===== src/rtl/hbf_pkg.sv =====
// hbf_pkg: shared types and codes for the histogram bin finder
// used by hbf_cell and histogram_bin_finder; depends on nothing
`timescale 1ns / 1ps

package hbf_pkg;

   // input word function codes
   localparam logic FUNC_LOAD = 1'b0;
   localparam logic FUNC_FIND = 1'b1;

   // binning modes
   localparam logic MODE_VARIABLE = 1'b0;
   localparam logic MODE_UNIFORM  = 1'b1;

   // configuration register indexes
   localparam int unsigned CSR_INDEX_W = 2;
   localparam logic [CSR_INDEX_W-1:0] CSR_BINNING_MODE = 2'd0;
   localparam logic [CSR_INDEX_W-1:0] CSR_BIN_COUNT    = 2'd1;
   localparam logic [CSR_INDEX_W-1:0] CSR_RANGE_LOW    = 2'd2;
   localparam logic [CSR_INDEX_W-1:0] CSR_RANGE_HIGH   = 2'd3;

   localparam int unsigned DATA_W = 32;

   // control flags that travel with a sample along the cell row
   typedef struct packed {
      logic valid;
      logic under;
      logic over;
   } hbf_flags_type;

endpackage


===== src/rtl/hbf_cell.sv =====
// hbf_cell: one cell of the bin finder row, holds one edge and counts one step
// depends on hbf_pkg
`timescale 1ns / 1ps

module hbf_cell #(
   parameter int unsigned CELL_IDX = 0,
   parameter int unsigned IDX_W    = 7,
   parameter int unsigned ACC_W    = 39
) (
   input  logic                                clock,
   input  logic                                reset,
   input  logic                                mode,
   input  logic [IDX_W-1:0]                    n_eff,
   input  logic [hbf_pkg::DATA_W-1:0]          den,
   input  logic                                wr_en,
   input  logic [IDX_W-1:0]                    wr_index,
   input  logic signed [hbf_pkg::DATA_W-1:0]   wr_value,
   input  hbf_pkg::hbf_flags_type              flags_in,
   input  logic signed [hbf_pkg::DATA_W-1:0]   x_in,
   input  logic [ACC_W-1:0]                    t_in,
   input  logic [ACC_W-1:0]                    acc_in,
   input  logic [IDX_W-1:0]                    count_in,
   output hbf_pkg::hbf_flags_type              flags_out,
   output logic signed [hbf_pkg::DATA_W-1:0]   x_out,
   output logic [ACC_W-1:0]                    t_out,
   output logic [ACC_W-1:0]                    acc_out,
   output logic [IDX_W-1:0]                    count_out
);
   import hbf_pkg::*;

   localparam logic [IDX_W-1:0] MY_IDX = IDX_W'(CELL_IDX);
   localparam bit IS_FIRST = (CELL_IDX == 0);

   logic signed [DATA_W-1:0] edge_ff;
   hbf_flags_type            flags_ff, flags_in_c;
   logic signed [DATA_W-1:0] x_ff;
   logic [ACC_W-1:0]         t_ff, acc_ff, acc_in_c;
   logic [IDX_W-1:0]         count_ff, count_in_c;
   logic                     enabled, hit;

   always_comb begin
      enabled = (MY_IDX <= n_eff);
      if (mode == MODE_UNIFORM) begin
         hit = (acc_in <= t_in);          // k*den <= n*(x-low)
      end else begin
         hit = (edge_ff <= x_in);
      end
      count_in_c = count_in + {{(IDX_W-1){1'b0}}, (enabled & hit)};
      acc_in_c   = acc_in + {{(ACC_W-DATA_W){1'b0}}, den};
      flags_in_c = flags_in;
      if (mode == MODE_VARIABLE) begin
         if (IS_FIRST) begin
            flags_in_c.under = ~hit;      // below the first edge
         end
         if (MY_IDX == n_eff) begin
            flags_in_c.over = hit;        // at or above the last edge
         end
      end
   end

   always_ff @(posedge clock) begin
      if (wr_en && (wr_index == MY_IDX)) begin
         edge_ff <= wr_value;
      end
   end

   always_ff @(posedge clock) begin
      if (reset) begin
         flags_ff <= '0;
      end else begin
         flags_ff <= flags_in_c;
      end
      x_ff     <= x_in;
      t_ff     <= t_in;
      acc_ff   <= acc_in_c;
      count_ff <= count_in_c;
   end

   assign flags_out = flags_ff;
   assign x_out     = x_ff;
   assign t_out     = t_ff;
   assign acc_out   = acc_ff;
   assign count_out = count_ff;

endmodule


===== config.mk =====
export PLATFORM = sky130hd
export DESIGN_NAME = hbf_cell
export DESIGN_NICKNAME = d
export VERILOG_FILES = /design/src/rtl/hbf_pkg.sv /design/src/rtl/hbf_cell.sv
export SDC_FILE = /design/constraint.sdc
export NUM_CORES = 1
export LEC_CHECK = 0
export BUFFER_PORTS_ARGS = -buffer_cell sky130_fd_sc_hd__buf_2
export CORE_MARGIN = 2
export CORE_UTILIZATION = 45
export CTS_BUF_LIST = sky130_fd_sc_hd__clkbuf_4 sky130_fd_sc_hd__clkbuf_8 sky130_fd_sc_hd__clkbuf_16
export DETAILED_ROUTE_END_ITERATION = 8
export PLACE_DENSITY = 0.77
export SLEW_MARGIN = 10
export SYNTH_ARGS = -nofsm -noshare
export SYNTH_HDL_FRONTEND = slang
export SYNTH_SLANG_ARGS = --single-unit

===== constraint.sdc =====
create_clock -name clock -period 8.5 [get_ports clock]
set_input_delay 0.425 -clock clock [delete_from_list [all_inputs] [get_ports clock]]
set_output_delay 0.425 -clock clock [all_outputs]
set_load 0.1 [all_outputs]

==> results of run 1 <==
-- layout by cell type (no fill, tap or decap), types with 8 or more instances in the layout --
cell type,synthesis,layout
buf_2,4,321
nand3_1,17,17
a21oi_1,46,46
xnor2_1,26,26
clkbuf_16,0,17
nand2_1,28,28
a21o_1,31,31
dfxtp_1,120,120
inv_1,81,81
nor3_1,8,8
ha_1,105,105
nor2_1,22,22
nor2b_1,16,16
and3_1,8,8
o21ai_1,11,11
xor2_1,14,14
nand4_1,19,19
o21ai_0,17,17
edfxtp_1,32,32
-- per-stage QoR --
stage	worst slack, ns	power (mW)	util (%)	hold slack [ns]
6_report	5.38	2.33	61.1	0.106
4_1_cts	5.36	2.34	61.1	0.0978
2_1_floorplan	5.60	1.44	-	0.453
3_5_place_dp	5.16	1.61	57.4	0.542
5_1_grt	5.04	2.42	61.1	0.0977
3_3_place_gp	5.24	1.60	57.4	0.542
-- worst min-delay path by stage --
| stage | start | end | cells after the start |
|---|---|---|---|
| 2_1_floorplan | t_in[0] | t_out[0]$_DFF_P_ | 0 |
| 3_3_place_gp | t_in[12] | t_out[12]$_DFF_P_ | 1 |
| 3_5_place_dp | t_in[4] | t_out[4]$_DFF_P_ | 1 |
| 4_1_cts | t_in[12] | t_out[12]$_DFF_P_ | 1 |
| 5_1_grt | t_in[10] | t_out[10]$_DFF_P_ | 1 |
| 6_report | t_in[12] | t_out[12]$_DFF_P_ | 1 |
-- layout make-up --
| cell class | count | area [µm²] | area share (%) |
|---|---|---|---|
| Multi-Input combinational cell | 436 | 3500 | 36.3 |
| Antenna cell | 1 | 2.50 | 0.0260 |
| Inverter | 81 | 304 | 3.16 |
| Clock inverter | 15 | 156 | 1.62 |
| Clock buffer | 17 | 425 | 4.42 |
| Timing Repair Buffer | 322 | 1610 | 16.8 |
| Tap cell | 216 | 270 | 2.81 |
| Sequential cell | 152 | 3360 | 34.9 |
-- worst max-delay path, stage by stage, from the launching register on --
cell      delay, ns
edfxtp_1       0.37
ha_1           0.30
a21o_1         0.18
a21o_1         0.18
a21oi_1        0.17
nor2_1         0.06
a211oi_1       0.23
o21ai_1        0.08
a21oi_1        0.18
mux2i_1        0.15
a211oi_1       0.25
ha_1           0.24
ha_1           0.19
and3_1         0.20
nand3_1        0.10
xnor2_1        0.13
-- power groups by stage --
stage          sequential (mW)  clock (mW)  combinational, mW
3_3_place_gp             0.825           0              0.778
3_5_place_dp             0.826           0              0.782
5_1_grt                  0.817       0.781              0.823
2_1_floorplan             1.27           0              0.175
4_1_cts                  0.812       0.748              0.785
6_report                 0.811       0.737              0.783
-- per-layer routing --
metal	wire, µm	GRT usage [%]	vias to the layer above	share of wire [%]
li1	-	-	3075	-
met1	7540	24.2	2800	38
met2	9920	40.7	254	50
met3	1750	7.41	32	8.9
met4	490	9.20	0	2.5
met5	0	0	-	0
-- cells by family (layout without fill, tap and decap cells) --
kind of cell	after synthesis	in the layout	synth area share [%]
compound gates	153	153	15.2
flops	152	152	46.7
simple gates	136	136	9.82
fa+ha+maj	106	106	18.5
buf+inv	89	435	4.71
xor+xnor	40	40	4.87
mux	1	1	0.139
other cells	0	1	0
-- registers in the layout, summed over array words and instances (netlist names) --
name / cells
acc_out: 39
count_out: 7
edge_ff: 32
flags_out: 3
t_out: 39
x_out: 32
==> results.tsv, run 1 <==
metric	value	unit
gr-total-overflow	0	
fmax	321	MHz
syn_to_final_growth	33.8	%
cp-endpoint	count_out[6]$_DFF_P_	
routabilityCongestion	0.912	
cp-end-kind	flop	
fin_skew	0.0125	ns
hold_viol_final	0	
synthCells	677	
cts_resized	0	
ys_seq_area_share	46.7	%
start_util	45.6	%
core.rowCount	46	
synth_top_area_share	33.4	%
drc_errors	0	
h-tree-depth	4	
cellInternalPower	1.36	mW
netSwitchingFraction	41.9	%
die_area	0.0170	mm²
tritoncts	done	
path_clk_slew	0.07	ns
drv_cap	0	
placed_area	0.00905	mm²
wirelength	19700	µm
syn_avg_cell_area	10.6	µm²
grt_first_pass_wirelength	29200	µm
firstDrtPassIters	5	
outcome	complete, no violations	
leakagePower	4.95	nW
slew_headroom	62.7	%
drive_above_1_share	36.2	%
port_buffers	321	
final_nets	1318	
r2r_cells	15	
avgRoutedWirePerCell	15.9	µm
cts_num_sinks	152	
clk_root_buffer_cell	clkbuf_16	
numCtsBuffers	17	
fin_tns_setup	0	ns
netlist_area	0.00720	mm²
ff2ff_setup_slack	5.38	ns
async_flop_share	0	%
yosysWarnings	0	
arrival	3.43	ns
drtAntennaViolNets	0	
insertion_delay	0.42	ns
design_area	0.00963	mm²
vias	6161	
tightestPinTransition	0.556	ns
rr_endpoint	count_out[6]$_DFF_P_	
io_pins	322	
grt_use_total	22.5	%
postCtsSetupBuffers	0	
clkPwrFrac	31.6	%
criticalPathCategory	flop to flop	
worstSetupStartpointType	flop	
dieWidth	130	µm
yosys.area.top_type	dfxtp_1	
finalNonFillerCells	1240	
vdd_drop_max	0.161	mV
dp_cells	1207	
cts_max_path_buffers	2	
synth_flop_cell	dfxtp_1	
crit_start	edge_ff[5]$_DFFE_PP_	
power_frac_seq	34.8	%
critPathMaxFanout	3	
ys_top_cells_by_area	dfxtp_1 (33%), ha_1 (18%), edfxtp_1 (13%)	
drt_iter0_markers	171	
synth_nets	985	
fin_crit	3.12	ns
combPwrFrac	33.6	%
core_area	0.0158	mm²
slew_violations	0	
setup_viol_count_final	0	
power_switching	0.976	mW
post-route-period-util	36.7	%
cp.required	8.81	ns
rsz0062_at_grt	no	
cts_hold_buf	0	
grt_pass1_vias	6110	
vias_per_cell	4.97	
r2r-start	edge_ff[5]$_DFFE_PP_	
grt_max_degree	33	
ys_ff_latch	152	
hp-class	primary input to flop	
synth.most_common_cell	dfxtp_1	
powerDensity	242	mW/mm²
die_h	130	µm
antenna_found_initial	2	
dp_hpwl	16500	µm
synth_cell_type_count	61	
synth_commonest_cells	dfxtp_1 (120), ha_1 (105), inv_1 (81), a21oi_1 (46), edfxtp_1 (32)	
synth_edf_count	32	
fillers	1359	
Note: power is estimated with default switching activity, not from simulation.
==> run 2: changes to the inputs <==
Settings changed: ABC_AREA set to 1, CORE_UTILIZATION 45 to 44.
Clock period 8.5 ns to 2.8 ns, I/O delays scaled along.
==> run 2 against run 1 <==
Against the previous run: non-clock buffer count up 122; first-iteration DRC count is 110% higher; area after synthesis increased by 7.3%; global-route usage grew 4.3 points; utilization grew 5.4 points; register-to-register slack got worse by 5.2 ns; die area is 9.5% higher; setup slack worse by 5.2 ns; clock power rose to 3.0 times the previous value; via count is 26% higher; worst hold slack worse by 0.077 ns; power grew to 3.1 times the previous value; critical path type is now primary input to flop.
==> results.tsv, run 2 <==
metric	value	unit
outcome	complete, no violations	
cellInternalPower	4.25	mW
tightestPinTransition	0.525	ns
numCtsBuffers	17	
hold_ws	0.0284	ns
synth_nets	1182	
tritoncts	done	
ys_seq_area_share	43.5	%
vias	7766	
hp-class	primary input to flop	
fin_skew	0.00849	ns
vias_per_cell	4.93	
antenna_found_initial	0	
post-route-period-util	94.8	%
design_area	0.0115	mm²
netSwitchingFraction	41.8	%
grt_use_met3	6.63	%
grt_max_degree	33	
wirelength	25400	µm
fin_util	66.4	%
ys_ff_latch	152	
h-tree-depth	4	
synth_top_area_share	31.1	%
path_delay_family	simple AND/OR/NAND/NOR gates	
cp-endpoint	count_out[6]$_DFF_P_	
drv_cap	0	
r2r-start	edge_ff[23]$_DFFE_PP_	
path_buf_inv	4	
synth.most_common_cell	nand2_1	
finalNonFillerCells	1575	
mostFrequentLayoutCells	buf_2 (321), nand2_1 (154), inv_1 (143), dfxtp_1 (120), dlygate4sd3_1 (120)	
place_ws	0.162	ns
start_util	44.8	%
worstSetupStartpointType	primary input	
r2r_cells	13	
hold_viol_final	0	
clkPwrFrac	30.6	%
combPwrFrac	35.6	%
synth_cell_type_count	42	
cts_max_path_buffers	2	
crit_chain	dlygate4sd3_1 -> buf_2 -> ha_1 -> nand2_1 -> nor2_2 -> nand4_1 -> buf_4 -> nor2_1 -> nand3_1 -> nand3_1 -> nand2_1 -> nand2_1 -> inv_1 -> ha_2 -> ha_4 -> nand3_2 -> nor2_2 -> xor2_1	
slew_violations	0	
clk_root_buffer_cell	clkbuf_16	
synth_edf_count	32	
async_flop_share	0	%
drt_iter0_markers	353	
insertion_delay	0.42	ns
synth_flop_cell	dfxtp_1	
drive_above_1_share	30.2	%
dp_cells	1421	
path_clk_slew	0.07	ns
vdd_drop_max	0.483	mV
placed_area	0.00962	mm²
synthCells	874	
worstSetupPathDepth	18	
critPathMaxStageDelay	0.56	ns
criticalPathCategory	primary input to flop	
critPathMaxFanout	3	
setup_viol_count_final	0	
crit_start	acc_in[38]	
grt.busiest_layer	met2	
dieWidth	137	µm
power_switching	3.05	mW
arrival	2.97	ns
drc_errors	0	
cts_num_sinks	152	
netlist_area	0.00773	mm²
gr-total-overflow	0	
die_area	0.0186	mm²
antenna_cells	0	
firstDrtPassIters	5	
core_area	0.0172	mm²
power_frac_seq	33.8	%
fin_crit	2.65	ns
cp-end-kind	flop	
ys_top_cells_by_area	dfxtp_1 (31%), ha_1 (17%), edfxtp_1 (12%)	
io_pins	322	
final_nets	1645	
fmax	377	MHz
total_power	7.30	mW
routabilityCongestion	0.936	
grtUsageMet2	47.3	%
cpMostUsedCell	nand2_1	
port_buffers	321	
cp.required	3.11	ns
core.rowCount	48	
worst_slack	0.145	ns
fin_tns_setup	0	ns
layout_commonest_cell	buf_2	
grt_use_total	26.8	%
yosys.area.top_type	dfxtp_1	
syn_avg_cell_area	8.84	µm²
powerDensity	638	mW/mm²
grt_first_pass_wirelength	38300	µm
dp_hpwl	18200	µm
grt_pass1_vias	8042	
rr_endpoint	count_out[5]$_DFF_P_	
synth_commonest_cells	nand2_1 (154), inv_1 (144), dfxtp_1 (120), ha_1 (105), nor2_1 (67)	
avgRoutedWirePerCell	16.1	µm
ff2ff_setup_slack	0.22	ns
syn_to_final_growth	48.2	%
die_h	137	µm
drtAntennaViolNets	0	
use_met1	28.4	%
fillers	1315	
yosysWarnings	0	
cp_slowest_cell	dlygate4sd3_1	
slew_headroom	65.2	%
leakagePower	5.91	nW
run 2: cell types whose count changed after synthesis, sizes merged, moves of 6 or more:
| cell | delta |
|---|---|
| nor2 | +48 |
| inv | +63 |
| nand2 | +141 |
| nand4 | -10 |
| and3 | -7 |
| nand2b | -6 |
| a21o | -24 |
| xnor2 | -16 |
| xor2 | +14 |
| nor2b | -16 |
| nand3 | +15 |
| a21oi | +23 |
run 2: power groups by stage:
stage,Combinational [mW],Clock [mW],Sequential (mW)
final,2.60,2.23,2.47
after detailed placement,2.43,0,2.51
after floorplan,0.565,0,3.84
after global placement,2.41,0,2.50
after CTS,2.57,2.25,2.46
after global routing,2.74,2.36,2.48
run 2: final cells by class:
cell class                 instances  area, µm²  area share (%)
clock buffer                      19        458            4.00
clock inverter                    13        110           0.962
inverter                         144        541            4.72
multi-input combinational        578       3870            33.8
sequential                       152       3360            29.4
tap                              225        282            2.46
timing repair buffer             444       2830            24.7
run 2: metal layers:
metal | part of all wire [%] | vias up
li1 | - | 3800
met1 | 37 | 3501
met2 | 50 | 370
met3 | 7.6 | 95
met4 | 5.5 | 0
met5 | 0 | -
run 2: cell families (layout without fill, tap and decap cells):
kind of cell / Yosys count / in the layout / synth area share, %
buffers and inverters: 144 / 620 / 7.00
flip-flops: 152 / 152 / 43.5
AND/OR/NAND/NOR: 302 / 302 / 17.5
adder cells (fa/ha/maj): 106 / 106 / 17.3
AO/OA/AOI/OAI: 132 / 132 / 10.1
XOR/XNOR: 38 / 38 / 4.60
run 2: worst min path at each step:
stage	slack, ns	start	depth (start not counted)	end
after floorplan	0.17	t_in[0]	0	t_out[0]$_DFF_P_
after global placement	0.26	t_in[14]	1	t_out[14]$_DFF_P_
after detailed placement	0.26	t_in[10]	1	t_out[10]$_DFF_P_
after CTS	0.01	count_in[4]	3	count_out[4]$_DFF_P_
after global routing	0.02	acc_in[32]	2	acc_out[32]$_DFF_P_
final	0.03	acc_in[32]	2	acc_out[32]$_DFF_P_
run 2: worst reg2reg max path, stage by stage (launching register included):
cell	delay, ns
edfxtp_1	0.38
ha_1	0.32
nand2_1	0.07
nor2_1	0.19
nand3_1	0.16
nor4_2	0.26
a21oi_1	0.12
nand3_1	0.13
nand2_1	0.08
inv_1	0.07
ha_2	0.21
nand3_1	0.12
nor3_1	0.23
xor2_1	0.17
run 2: repair_timing:
item	4_1_cts	5_1_grt
setup buffers	0	2
endpoints found under the setup margin	0	3
hold endpoints to repair	117	0
hold buffers	120	0
resized for setup	0	12
==> run 3: changes to the inputs <==
Settings changed: ABC_AREA 1 to unset, CORE_UTILIZATION 44 to 43.
==> run 3 against run 2 <==
Against the previous run: the flow now finishes with violations (negative setup slack); register-to-register slack lost 0.45 ns; sequential share of layout area grew 0.90 points; maximum frequency shrank 12%; critical path depth shrank 3; first-iteration DRC count shrank 19%; clock skew grew 0.0076 ns; flip-flop and latch count is the same; clock-buffer cell count shrank 2; cell area shrank 3.0%; non-clock buffer count grew 20; highest routed layer unchanged.
==> results.tsv, run 3 (synthesis results as in run 1) <==
metric	value	unit
outcome	finished with violations	
violations	negative setup slack	
fin_crit	3.03	ns
gr-total-overflow	0	
mostFrequentLayoutCells	buf_2 (321), dlygate4sd3_1 (121), dfxtp_1 (120), ha_1 (102), inv_1 (81)	
insertion_delay	0.42	ns
route.met3.wl	1480	µm
dieWidth	133	µm
start_util	43.7	%
fmax	330	MHz
slew_headroom	65.4	%
fin_util	67.5	%
vdd_drop_max	0.486	mV
design_area	0.0111	mm²
worstSetupStartpointType	flop	
wirelength	23100	µm
arrival	3.33	ns
powerDensity	666	mW/mm²
drc_errors	0	
cp.required	3.10	ns
grt_use_total	25.4	%
routabilityCongestion	0.846	
drive_above_1_share	34.5	%
io_pins	322	
antenna_found_initial	0	
grt_first_pass_wirelength	35300	µm
worst_slack	-0.232	ns
multiInputGateArea	0.00357	mm²
criticalPathCategory	flop to flop	
tightestPinTransition	0.516	ns
firstDrtPassIters	5	
drv_cap	0	
placed_area	0.00917	mm²
leakagePower	5.58	nW
tritoncts	done	
dp_hpwl	16000	µm
cp-end-kind	flop	
die_h	133	µm
slew_violations	0	
top_layer_used	met4	
wl_met2	11700	µm
layout_commonest_cell	buf_2	
cts_max_path_buffers	2	
drtAntennaViolNets	0	
path_clk_slew	0.07	ns
antenna_cells	0	
cts_num_sinks	152	
syn_to_final_growth	54.3	%
port_buffers	321	
numCtsBuffers	17	
critPathMaxFanout	2	
avgRoutedWirePerCell	16.6	µm
die_area	0.0178	mm²
vias	6933	
fin_skew	0.0161	ns
hold_viol_final	0	
core_area	0.0165	mm²
post-route-period-util	108	%
fillers	1187	
setup_viol_count_final	5	
grt_max_degree	33	
final_nets	1460	
ff_latch_area	0.00336	mm²
h-tree-depth	4	
drt_iter0_markers	285	
core.rowCount	47	
drt-met1-wl	8990	µm
clk_root_buffer_cell	clkbuf_16	
rsz0062_at_grt	yes	
vias_per_cell	5.01	
hp-class	primary input to flop	
grt_pass1_vias	7315	
run 3: path summary, 6_finish.rpt:
check	cells after the start	end	slack, ns	start
setup / recovery	15	count_out[6]$_DFF_P_	-0.23	edge_ff[5]$_DFFE_PP_
hold / removal	3	acc_out[38]$_DFF_P_	0.03	acc_in[37]
setup reg to reg	15	count_out[6]$_DFF_P_	-0.23	edge_ff[5]$_DFFE_PP_
hold reg to reg	5	flags_out[1]$_SDFF_PP0_	1.07	edge_ff[31]$_DFFE_PP_
run 3: layer usage:
| metal | vias up | GRT usage, % |
|---|---|---|
| li1 | 3356 | - |
| met1 | 3184 | 27.3 |
| met2 | 329 | 46.6 |
| met3 | 64 | 6.77 |
| met4 | 0 | 11.3 |
| met5 | - | 0 |
run 3: cell type report:
type | count | area share (%)
clock buffers | 17 | 3.83
multi-input cells | 436 | 32.2
flip-flops and latches | 152 | 30.3
inverters | 81 | 2.74
repair buffers | 464 | 26.9
clock inverters | 15 | 1.62
well taps | 220 | 2.48
run 3: per-stage QoR:
step	setup slack [ns]	setup TNS (ns)	cells	hold slack, ns	total power, mW
after floorplan	0.00639	0	677	0.168	4.37
after global placement	-0.207	-0.433	1227	0.256	4.87
after detailed placement	-0.327	-0.986	1227	0.257	4.89
after CTS	-0.0756	-0.149	1380	0.00877	7.40
after global routing	-0.324	-1.42	1385	0.0334	7.66
final	-0.232	-0.932	1385	0.0265	7.40
run 3: worst max-delay path: stages, from the launching register on:
cell	delay (ns)
edfxtp_1	0.43
ha_4	0.27
a21o_1	0.16
a21o_1	0.17
a21oi_1	0.16
nor2_1	0.08
a211oi_2	0.15
o21ai_1	0.11
a21oi_2	0.17
mux2i_2	0.11
a211oi_2	0.29
ha_2	0.28
ha_4	0.14
and3_4	0.19
nand3_2	0.08
xnor2_1	0.13
run 3: power by group:
group	switching (mW)	internal (mW)	total, mW	leakage (nW)
Sequential	0.0489	2.42	2.47	1.30
Combinational	1.92	0.655	2.58	3.99
Clock	1.01	1.35	2.36	0.287
run 3: what timing repair did:
action                                  CTS  global route
hold endpoints to repair                120             0
hold buffers                            121             0
buffers inserted                          0             5
pin swaps                                11             6
endpoints found under the setup margin    6             8
gates resized for setup                  10             5
